## src/sv/arpc_pkg.sv

```systemverilog
// ARP cache package: command and result codes, entry and item types, defaults.
// No dependencies; used by every file of the ARP cache.
package arpc_pkg;

    localparam int TABLE_ENTRIES_DEF = 16;
    localparam int PORT_COUNT        = 4;

    localparam logic [15:0] TTL_RESET    = 16'd300;
    localparam logic [15:0] PERIOD_RESET = 16'd10;

    // command codes
    localparam logic [1:0] CMD_LOOKUP = 2'd0;
    localparam logic [1:0] CMD_SET    = 2'd1;
    localparam logic [1:0] CMD_TICK   = 2'd2;

    // result kinds
    localparam logic [2:0] KIND_LOOKUP  = 3'd0;
    localparam logic [2:0] KIND_SET     = 3'd1;
    localparam logic [2:0] KIND_FULL    = 3'd2;
    localparam logic [2:0] KIND_REFRESH = 3'd3;
    localparam logic [2:0] KIND_TICK    = 3'd4;

    // register indexes
    localparam logic REG_TTL    = 1'b0;
    localparam logic REG_PERIOD = 1'b1;

    typedef struct packed {
        logic [31:0] ip;
        logic [47:0] mac;
        logic [1:0]  port;
        logic [31:0] created;
        logic [7:0]  tries;
    } t_entry;

    typedef struct packed {
        logic [1:0]  command;
        logic [31:0] addr_ip;
        logic [47:0] hw_addr;
        logic [1:0]  port;
    } t_item;

    typedef struct packed {
        logic [2:0]  kind;
        logic        hit;
        logic [5:0]  slot;
        logic [47:0] entry_hw_addr;
        logic [1:0]  entry_port;
        logic [7:0]  entry_tries;
        logic [31:0] request_ip;
        logic        final_flag;
    } t_result;

    // head evaluation status
    typedef struct packed {
        logic take;     // this slot is the first hit or first empty one
        logic hit;      // slot holds the address
        logic refresh;  // entry aged out, request goes out
    } t_head_sts;

    localparam t_entry ENTRY_EMPTY = '0;

endpackage

```

## src/sv/arpc_cell.sv

```systemverilog
// ARP cache cell: one table entry in the shifting ring.
// Depends on arpc_pkg.
module arpc_cell (
    input  logic             i_clk,
    input  logic             i_rst_n,
    input  logic             i_shift,
    input  arpc_pkg::t_entry i_d,
    output arpc_pkg::t_entry o_q
);

    arpc_pkg::t_entry r_entry;
    arpc_pkg::t_entry n_entry;

    always_comb begin
        n_entry = i_shift ? i_d : r_entry;
    end

    always_ff @(posedge i_clk) begin
        if (!i_rst_n) begin
            r_entry <= arpc_pkg::ENTRY_EMPTY;
        end else begin
            r_entry <= n_entry;
        end
    end

    assign o_q = r_entry;

endmodule

```

## src/sv/arpc_head.sv

```systemverilog
// ARP cache head logic: evaluates the entry at the ring head and forms its write-back.
// Depends on arpc_pkg.
module arpc_head (
    input  logic                [1:0]  i_op,
    input  arpc_pkg::t_entry           i_entry,
    input  logic                [31:0] i_ip,
    input  logic                [47:0] i_mac,
    input  logic                [1:0]  i_port,
    input  logic                [31:0] i_now,
    input  logic                [15:0] i_ttl,
    input  logic                       i_found,
    output arpc_pkg::t_entry           o_wb,
    output arpc_pkg::t_head_sts        o_sts
);

    logic [31:0] age;
    logic        older;
    logic        same_ip;
    logic        empty;
    logic        match;
    logic [4:0]  port_ext;
    logic [1:0]  port_clamp;

    always_comb begin
        age      = i_now - i_entry.created;
        empty    = (i_entry.ip == 32'd0);
        same_ip  = (i_entry.ip == i_ip);
        older    = !empty && (age > {16'd0, i_ttl});
        match    = !i_found && (same_ip || empty);
        port_ext = {3'b000, i_port};
        if (port_ext >= 5'(arpc_pkg::PORT_COUNT)) begin
            port_clamp = 2'(arpc_pkg::PORT_COUNT - 1);
        end else begin
            port_clamp = i_port;
        end

        o_wb  = i_entry;
        o_sts = '0;
        unique case (i_op)
            arpc_pkg::CMD_LOOKUP: begin
                o_sts.take = match;
                o_sts.hit  = (i_ip != 32'd0) && same_ip;
            end
            arpc_pkg::CMD_SET: begin
                o_sts.take = match;
                o_sts.hit  = same_ip;
                if (match) begin
                    o_wb.ip      = i_ip;
                    o_wb.mac     = i_mac;
                    o_wb.port    = port_clamp;
                    o_wb.created = i_now;
                    o_wb.tries   = 8'd0;
                end
            end
            arpc_pkg::CMD_TICK: begin
                o_sts.refresh = older;
                if (older && (i_entry.tries != 8'hFF)) begin
                    o_wb.tries = i_entry.tries + 8'd1;
                end
            end
            default: begin
            end
        endcase
    end

endmodule

```

## src/sv/arp_cache_with_aging_unit.sv

```systemverilog
// ARP cache with aging (uses arpc_pkg, arpc_cell, arpc_head): entry ring, sequencer, APB regs.
// A lookup/set result is built in r_cap as the N slots pass the head, then goes out via r_emit
// and r_out, as does a zero-address set or non-checking tick; a refresh goes via r_out as its
// slot passes the head, the tick marker after the scan. A lookup, set or checking tick is busy
// while the ring passes one slot per cycle under the head; other items one per cycle. Results
// cannot be stalled. Sync active-low reset clears table and seconds count, resets registers.
module arp_cache_with_aging_unit #(
    parameter int TABLE_ENTRIES = arpc_pkg::TABLE_ENTRIES_DEF
) (
    input  logic              i_clk,
    input  logic              i_rst_n,
    // command channel
    input  logic              start,
    output logic              busy,
    input  arpc_pkg::t_item   i_item,
    // result channel: one cycle strobe, no back-pressure
    output logic              o_valid,
    output arpc_pkg::t_result o_result,
    // APB configuration port
    input  logic              psel,
    input  logic              penable,
    input  logic              pwrite,
    input  logic [2:0]        paddr,
    input  logic [31:0]       pwdata,
    output logic [31:0]       prdata,
    output logic              pready
);

    localparam int IDX_W = $clog2(TABLE_ENTRIES);
    localparam logic [IDX_W-1:0] IDX_LAST = IDX_W'(TABLE_ENTRIES - 1);

    localparam logic ST_IDLE = 1'b0;
    localparam logic ST_SCAN = 1'b1;

    // ---------------------------------------------------------------
    // Configuration registers
    // ---------------------------------------------------------------
    logic [15:0] r_ttl;
    logic [15:0] r_period;
    logic        cfg_wr;

    assign pready = 1'b1;
    assign cfg_wr = psel && penable && pwrite;

    always_ff @(posedge i_clk) begin
        if (!i_rst_n) begin
            r_ttl    <= arpc_pkg::TTL_RESET;
            r_period <= arpc_pkg::PERIOD_RESET;
        end else if (cfg_wr) begin
            if (paddr[2] == arpc_pkg::REG_TTL) begin
                r_ttl <= pwdata[15:0];
            end else begin
                r_period <= pwdata[15:0];
            end
        end
    end

    assign prdata = (paddr[2] == arpc_pkg::REG_TTL) ? {16'd0, r_ttl} : {16'd0, r_period};

    // ---------------------------------------------------------------
    // Entry ring: cell 0 is the head, the write-back enters the tail.
    // After N shifts every entry is back in its own slot.
    // ---------------------------------------------------------------
    arpc_pkg::t_entry    cell_q [TABLE_ENTRIES];
    arpc_pkg::t_entry    head_wb;
    arpc_pkg::t_head_sts head_sts;
    logic                shift;

    for (genvar k = 0; k < TABLE_ENTRIES; k++) begin : g_cell
        arpc_pkg::t_entry cell_d;
        if (k == TABLE_ENTRIES - 1) begin : g_tail
            assign cell_d = head_wb;
        end else begin : g_mid
            assign cell_d = cell_q[k+1];
        end
        arpc_cell u_cell (
            .i_clk   (i_clk),
            .i_rst_n (i_rst_n),
            .i_shift (shift),
            .i_d     (cell_d),
            .o_q     (cell_q[k])
        );
    end

    // ---------------------------------------------------------------
    // Sequencer state
    // ---------------------------------------------------------------
    logic              r_state,  n_state;
    logic [IDX_W-1:0]  r_idx,    n_idx;
    logic              r_found,  n_found;
    logic              r_emit,   n_emit;   // final result goes out next edge
    logic              r_valid,  n_valid;
    logic [31:0]       r_now,    n_now;
    logic [31:0]       r_last,   n_last;
    // payload
    logic [1:0]        r_op,     n_op;
    logic [31:0]       r_ip,     n_ip;
    logic [47:0]       r_mac,    n_mac;
    logic [1:0]        r_port,   n_port;
    arpc_pkg::t_result r_cap,    n_cap;    // final result being built
    arpc_pkg::t_result r_out,    n_out;

    logic        accept;
    logic [31:0] now_inc;
    logic        check_due;

    assign busy   = (r_state == ST_SCAN);
    assign accept = start && !busy;
    assign shift  = (r_state == ST_SCAN);

    arpc_head u_head (
        .i_op    (r_op),
        .i_entry (cell_q[0]),
        .i_ip    (r_ip),
        .i_mac   (r_mac),
        .i_port  (r_port),
        .i_now   (r_now),
        .i_ttl   (r_ttl),
        .i_found (r_found),
        .o_wb    (head_wb),
        .o_sts   (head_sts)
    );

    always_comb begin
        now_inc   = r_now + 32'd1;
        check_due = ((now_inc - r_last) >= {16'd0, r_period});

        n_state = r_state;
        n_idx   = r_idx;
        n_found = r_found;
        n_emit  = 1'b0;
        n_valid = 1'b0;
        n_now   = r_now;
        n_last  = r_last;
        n_op    = r_op;
        n_ip    = r_ip;
        n_mac   = r_mac;
        n_port  = r_port;
        n_cap   = r_cap;
        n_out   = r_out;

        // pending final result; never coincides with a refresh transfer
        if (r_emit) begin
            n_out   = r_cap;
            n_valid = 1'b1;
        end

        if (accept) begin
            n_op    = i_item.command;
            n_ip    = i_item.addr_ip;
            n_mac   = i_item.hw_addr;
            n_port  = i_item.port;
            n_idx   = '0;
            n_found = 1'b0;
            n_cap   = '0;
            n_cap.final_flag = 1'b1;
            unique case (i_item.command)
                arpc_pkg::CMD_LOOKUP: begin
                    n_cap.kind = arpc_pkg::KIND_FULL;
                    n_state    = ST_SCAN;
                end
                arpc_pkg::CMD_SET: begin
                    if (i_item.addr_ip == 32'd0) begin
                        n_cap.kind = arpc_pkg::KIND_SET;
                        n_emit     = 1'b1;
                    end else begin
                        n_cap.kind = arpc_pkg::KIND_FULL;
                        n_state    = ST_SCAN;
                    end
                end
                arpc_pkg::CMD_TICK: begin
                    n_cap.kind = arpc_pkg::KIND_TICK;
                    n_now      = now_inc;
                    if (check_due) begin
                        n_last  = now_inc;
                        n_state = ST_SCAN;
                    end else begin
                        n_emit = 1'b1;
                    end
                end
                default: begin
                    // unused command: no transfer
                end
            endcase
        end

        if (r_state == ST_SCAN) begin
            n_idx = r_idx + IDX_W'(1);
            if (head_sts.take) begin
                n_found                = 1'b1;
                n_cap.kind             = (r_op == arpc_pkg::CMD_SET) ? arpc_pkg::KIND_SET
                                                                     : arpc_pkg::KIND_LOOKUP;
                n_cap.hit              = head_sts.hit;
                n_cap.slot             = 6'(r_idx);
                n_cap.entry_hw_addr    = head_wb.mac;
                n_cap.entry_port       = head_wb.port;
                n_cap.entry_tries      = head_wb.tries;
                n_cap.request_ip       = 32'd0;
                n_cap.final_flag       = 1'b1;
            end
            if (head_sts.refresh) begin
                n_out.kind          = arpc_pkg::KIND_REFRESH;
                n_out.hit           = 1'b0;
                n_out.slot          = 6'(r_idx);
                n_out.entry_hw_addr = head_wb.mac;
                n_out.entry_port    = head_wb.port;
                n_out.entry_tries   = head_wb.tries;
                n_out.request_ip    = head_wb.ip;
                n_out.final_flag    = 1'b0;
                n_valid             = 1'b1;
            end
            if (r_idx == IDX_LAST) begin
                n_state = ST_IDLE;
                n_emit  = 1'b1;
            end
        end
    end

    // control registers
    always_ff @(posedge i_clk) begin
        if (!i_rst_n) begin
            r_state <= ST_IDLE;
            r_idx   <= '0;
            r_found <= 1'b0;
            r_emit  <= 1'b0;
            r_valid <= 1'b0;
            r_now   <= 32'd0;
            r_last  <= 32'd0;
        end else begin
            r_state <= n_state;
            r_idx   <= n_idx;
            r_found <= n_found;
            r_emit  <= n_emit;
            r_valid <= n_valid;
            r_now   <= n_now;
            r_last  <= n_last;
        end
    end

    // payload registers
    always_ff @(posedge i_clk) begin
        r_op   <= n_op;
        r_ip   <= n_ip;
        r_mac  <= n_mac;
        r_port <= n_port;
        r_cap  <= n_cap;
        r_out  <= n_out;
    end

    assign o_valid  = r_valid;
    assign o_result = r_out;

endmodule

```

## config.mk

```make
export PLATFORM = sky130hd
export DESIGN_NAME = arp_cache_with_aging_unit
export DESIGN_NICKNAME = d
export VERILOG_FILES = /design/src/sv/arpc_pkg.sv /design/src/sv/arpc_cell.sv /design/src/sv/arpc_head.sv /design/src/sv/arp_cache_with_aging_unit.sv
export SDC_FILE = /design/constraint.sdc
export NUM_CORES = 2
export LEC_CHECK = 0
export ABC_CLOCK_PERIOD_IN_PS = 8029
export BUFFER_PORTS_ARGS = -buffer_cell sky130_fd_sc_hd__clkbuf_2
export CORE_MARGIN = 3
export CORE_UTILIZATION = 57
export DETAILED_ROUTE_END_ITERATION = 12
export GPL_TIMING_DRIVEN = 0
export PLACE_DENSITY = 0.78
export REMOVE_ABC_BUFFERS = 1
export SYNTH_ARGS = -nofsm -noshare
export SYNTH_HDL_FRONTEND = slang
export SYNTH_HIERARCHICAL = 1
export SYNTH_SLANG_ARGS = --single-unit
```

## constraint.sdc

```tcl
create_clock -name i_clk -period 8.03 [get_ports i_clk]
set_clock_uncertainty 0.2 [all_clocks]
set_input_delay 0 -clock i_clk [delete_from_list [all_inputs] [get_ports i_clk]]
set_output_delay 0 -clock i_clk [all_outputs]
set_load 0.02 [all_outputs]
```

==> flow_summary.toml <==
[global_route]
grt_first_pass_wirelength_mm = 301
first_global_vias = 58800
antenna_violations_before_repair = 8
grt_start_max_net_pins = 221
grt.overflow.total = 0
grtUsageTotal_pct = 20.6

[final_layout]
syn2layout_area_growth_pct = 11.8
layout-drive-gt1-share_pct = 8.73
final_net_count = 9153

[sta]
timing_hold_violations_final = 0
timing.slew.headroom_pct = 15.6
final-setup-viol-count = 0
final.period_utilization_pct = 90.5
max_freq_mhz = 138
final_period_minus_worst_setup_slack_ns = 7.27
rsz0062_at_grt = "no"
tightestPinTransition_ns = 1.27
totalNegativeSetupSlack_ns = 0
holdWs_ns = 0.0916
max_transition_viols_final = 0

[logic_synthesis]
postSynthCellCount = 8757
synth_cell_type_count = 94
synthArstFlopShare_pct = 0
synth_area_per_cell_sq_um = 11.0
yosys_most_used_dff = "dfxtp_1"
ys_seq_elements = 2342
synth-edff-count = 84
synth.cell_area_sq_um = 96600
ys_seq_area_share_pct = 49.4
yosysWarningCount = 6

[drt]
drt_first_iter_violations = 3788
detail_route.wl_per_cell_um = 16.2
vias = 59600
viasPerCell = 5.26
postRouteWirelength_mm = 184
drcViolationCount = 0
drt_pass1_iterations = 5
drtAntennaViolNets = 0

[critical_path]
timing.critical_path.from_type = "register"
critical_path_peak_fanout = 29
end_kind = "register"
regToRegSetupSlack_ns = 0.76
cp_data_arrival_time_ns = 7.83
timing_worst_setup_path_type = "register to register"
critical_path_required_ns = 8.59
r2r-start = "r_now[0]"
launch_point_of_the_critical_path = "r_now[0]"

[clock_tree]
cts_made_buffers = 224
cts.sinks = 2342
clock_tree.htree_level_count = 4
cts.root.buffer_cell = "clkbuf_16"
cts.clk_slew.worst_paths_ns = 0.06
clk-insertion-delay-late_ns = 0.86
clock_tree_from_tritoncts = "done"
cts_repair_resized_insts = 0
ctsLongestPathBuffers = 3

[run_status]
status = "finished clean"

[floorplan]
initial_core_util_pct = 57.6
boundaryPins = 261
die_h_um = 418
die_width_um = 418
core_region_area_sq_um = 168000
die_area_sq_um = 174000
floorplan.rows = 150

[pwr]
vdd.ir_drop.worst_v = 0.000239
powerDensity_nw_per_um2 = 228
p_leak_nw = 37.6

[place]
buffer_ports.inserted = 225
place_congestion = 0.853
dp_hpwl_mm = 114

[worst_hold_path]
worstHoldStart = "start"
path_type_of_the_worst_min_delay_path = "input port to register"

[flow_run]
drv_cap = 0
==> layout by cell type (no fill, tap or decap), types with 10 or more instances in the layout <==
master / netlist / layout
bufinv_16: 0 / 19
a31oi_1: 15 / 15
o21ai_0: 190 / 189
conb_1: 2 / 17
nor3_1: 26 / 25
dfxtp_1: 2258 / 2256
nor2b_1: 1963 / 1962
a22o_1: 64 / 64
and2_1: 51 / 49
or4_1: 10 / 10
nand4_1: 49 / 49
dlygate4sd3_1: 0 / 224
nand2b_1: 12 / 12
mux2i_1: 2060 / 2060
edfxtp_1: 84 / 84
or3_1: 15 / 15
nor2_1: 131 / 130
clkbuf_16: 0 / 227
xor2_1: 42 / 42
ha_1: 104 / 104
buf_16: 0 / 57
inv_1: 122 / 122
nand2_1: 318 / 317
clkbuf_2: 1 / 224
a21o_1: 15 / 15
a311oi_1: 29 / 29
clkbuf_8: 3 / 53
a21oi_1: 117 / 117
nand3_1: 40 / 40
a211oi_1: 35 / 35
nor4_1: 36 / 36
o211ai_1: 12 / 12
xnor2_1: 76 / 76
clkbuf_1: 290 / 62
o21a_1: 25 / 25
clkinv_2: 0 / 35
mux2_2: 107 / 107
==> final timing paths <==
check,to,cells after the start
worst max-delay path,r_emit,18
worst min-delay path,busy,4
worst max register to register,r_emit,18
worst min register to register,r_cap[0],1
==> routing by layer <==
metal  GRT usage, %  up-vias  routed length (um)
met1           27.0    28200               84700
met4           6.59        4                4920
met3           3.33      320                7660
met5              0        -                  28
met2           34.6     1033               86600
li1               -    30100                   -
==> state kept, by name, indices dropped and copies added, names as in the netlist, 2 cells and up <==
signal and cells:
g_cell.u_cell/o_q 1952, o_result 101, r_cap 101, r_mac 48
r_ip 32, r_last 32, r_now 32, r_period 16
r_ttl 16, r_idx 4, r_op 2, r_port 2
==> per-stage QoR <==
stage	util [%]	area (sq um)	worst slack (ns)	cells	power, mW
final	64.4	108000	0.761	11300	24.6
after global placement	57.3	96200	-94.02	10600	18.0
after CTS	64.4	108000	0.292	11300	24.8
after global routing	64.4	108000	0.290	11300	25.4
after detailed placement	58.4	98000	0.313	10700	13.9
after floorplan	-	92300	-67.01	8179	17.4
==> Yosys cell counts (all sizes together) (5+ instances only) <==
cell | number | area share, %
a2111oi | 5 | 0.052
a211o | 8 | 0.074
a211oi | 36 | 0.29
a21boi | 7 | 0.054
a21o | 16 | 0.13
a21oi | 122 | 0.65
a22o | 65 | 0.59
a22oi | 5 | 0.039
a311o | 5 | 0.052
a311oi | 29 | 0.26
a31oi | 15 | 0.097
a32o | 5 | 0.052
and2 | 52 | 0.34
and3 | 8 | 0.052
and4 | 9 | 0.083
buf | 298 | 3.3
clkbuf | 295 | 1.2
dfxtp | 2258 | 47
edfxtp | 84 | 2.6
ha | 104 | 1.3
inv | 123 | 0.48
mux2 | 107 | 1.2
mux2i | 2060 | 21
nand2 | 318 | 1.2
nand2b | 12 | 0.078
nand3 | 41 | 0.22
nand4 | 49 | 0.32
nor2 | 131 | 0.51
nor2b | 1964 | 13
nor3 | 27 | 0.15
nor3b | 5 | 0.039
nor4 | 40 | 0.31
o2111ai | 8 | 0.073
o211ai | 12 | 0.093
o21a | 25 | 0.19
o21ai | 196 | 1.0
o21bai | 7 | 0.054
or3 | 16 | 0.11
or4 | 12 | 0.10
xnor2 | 76 | 0.69
xor2 | 42 | 0.38
==> critical path: stages, from the launching register on <==
cell and delay, ns:
dfxtp_1 0.63, ha_1 0.31, nand3_2 0.17, nor4_4 0.48, nand2_1 0.23, or3_1 0.55
nor2_1 0.27, nand2_1 0.11, xnor2_1 0.16, ha_1 0.51, a21oi_1 0.23, o21ai_0 0.70
o21ai_0 0.20, nand3_1 0.13, nand4bb_1 0.13, nor4_1 0.41, and4_1 1.11, a41oi_1 0.41
o21ai_0 0.24
==> logic make-up after synthesis <==
kind of cell / synth area share (%)
xor gates and xnor gates: 1.07
other: 0.00777
AOI/OAI and AO/OA: 4.16
muxes: 22.6
DFF: 49.4
adders and majority gates: 1.39
and+or+nand+nor: 16.4
buffers and inverters: 4.98
==> cell type report <==
class,instances,area [sq um]
Fill cell,12900,59800
Multi-Input combinational cell,5713,44100
Clock buffer,341,6630
Timing Repair Buffer,517,5120
Inverter,124,473
Clock inverter,78,1130
Tap cell,2204,2760
Antenna cell,4,10.0
Sequential cell,2342,47700
==> power breakdown <==
part           switching [mW]  internal, mW
clock network            4.49          6.33
logic                    1.02         0.903
registers              0.0616          11.8
==> timing repair <==
item | in CTS | in global routing
buffers inserted | 0 | 2
setup endpoints to repair | 0 | 43
hold buffers | 224 | 0
hold endpoints to repair | 295 | 0
Power figures use the tool's default switching activity.
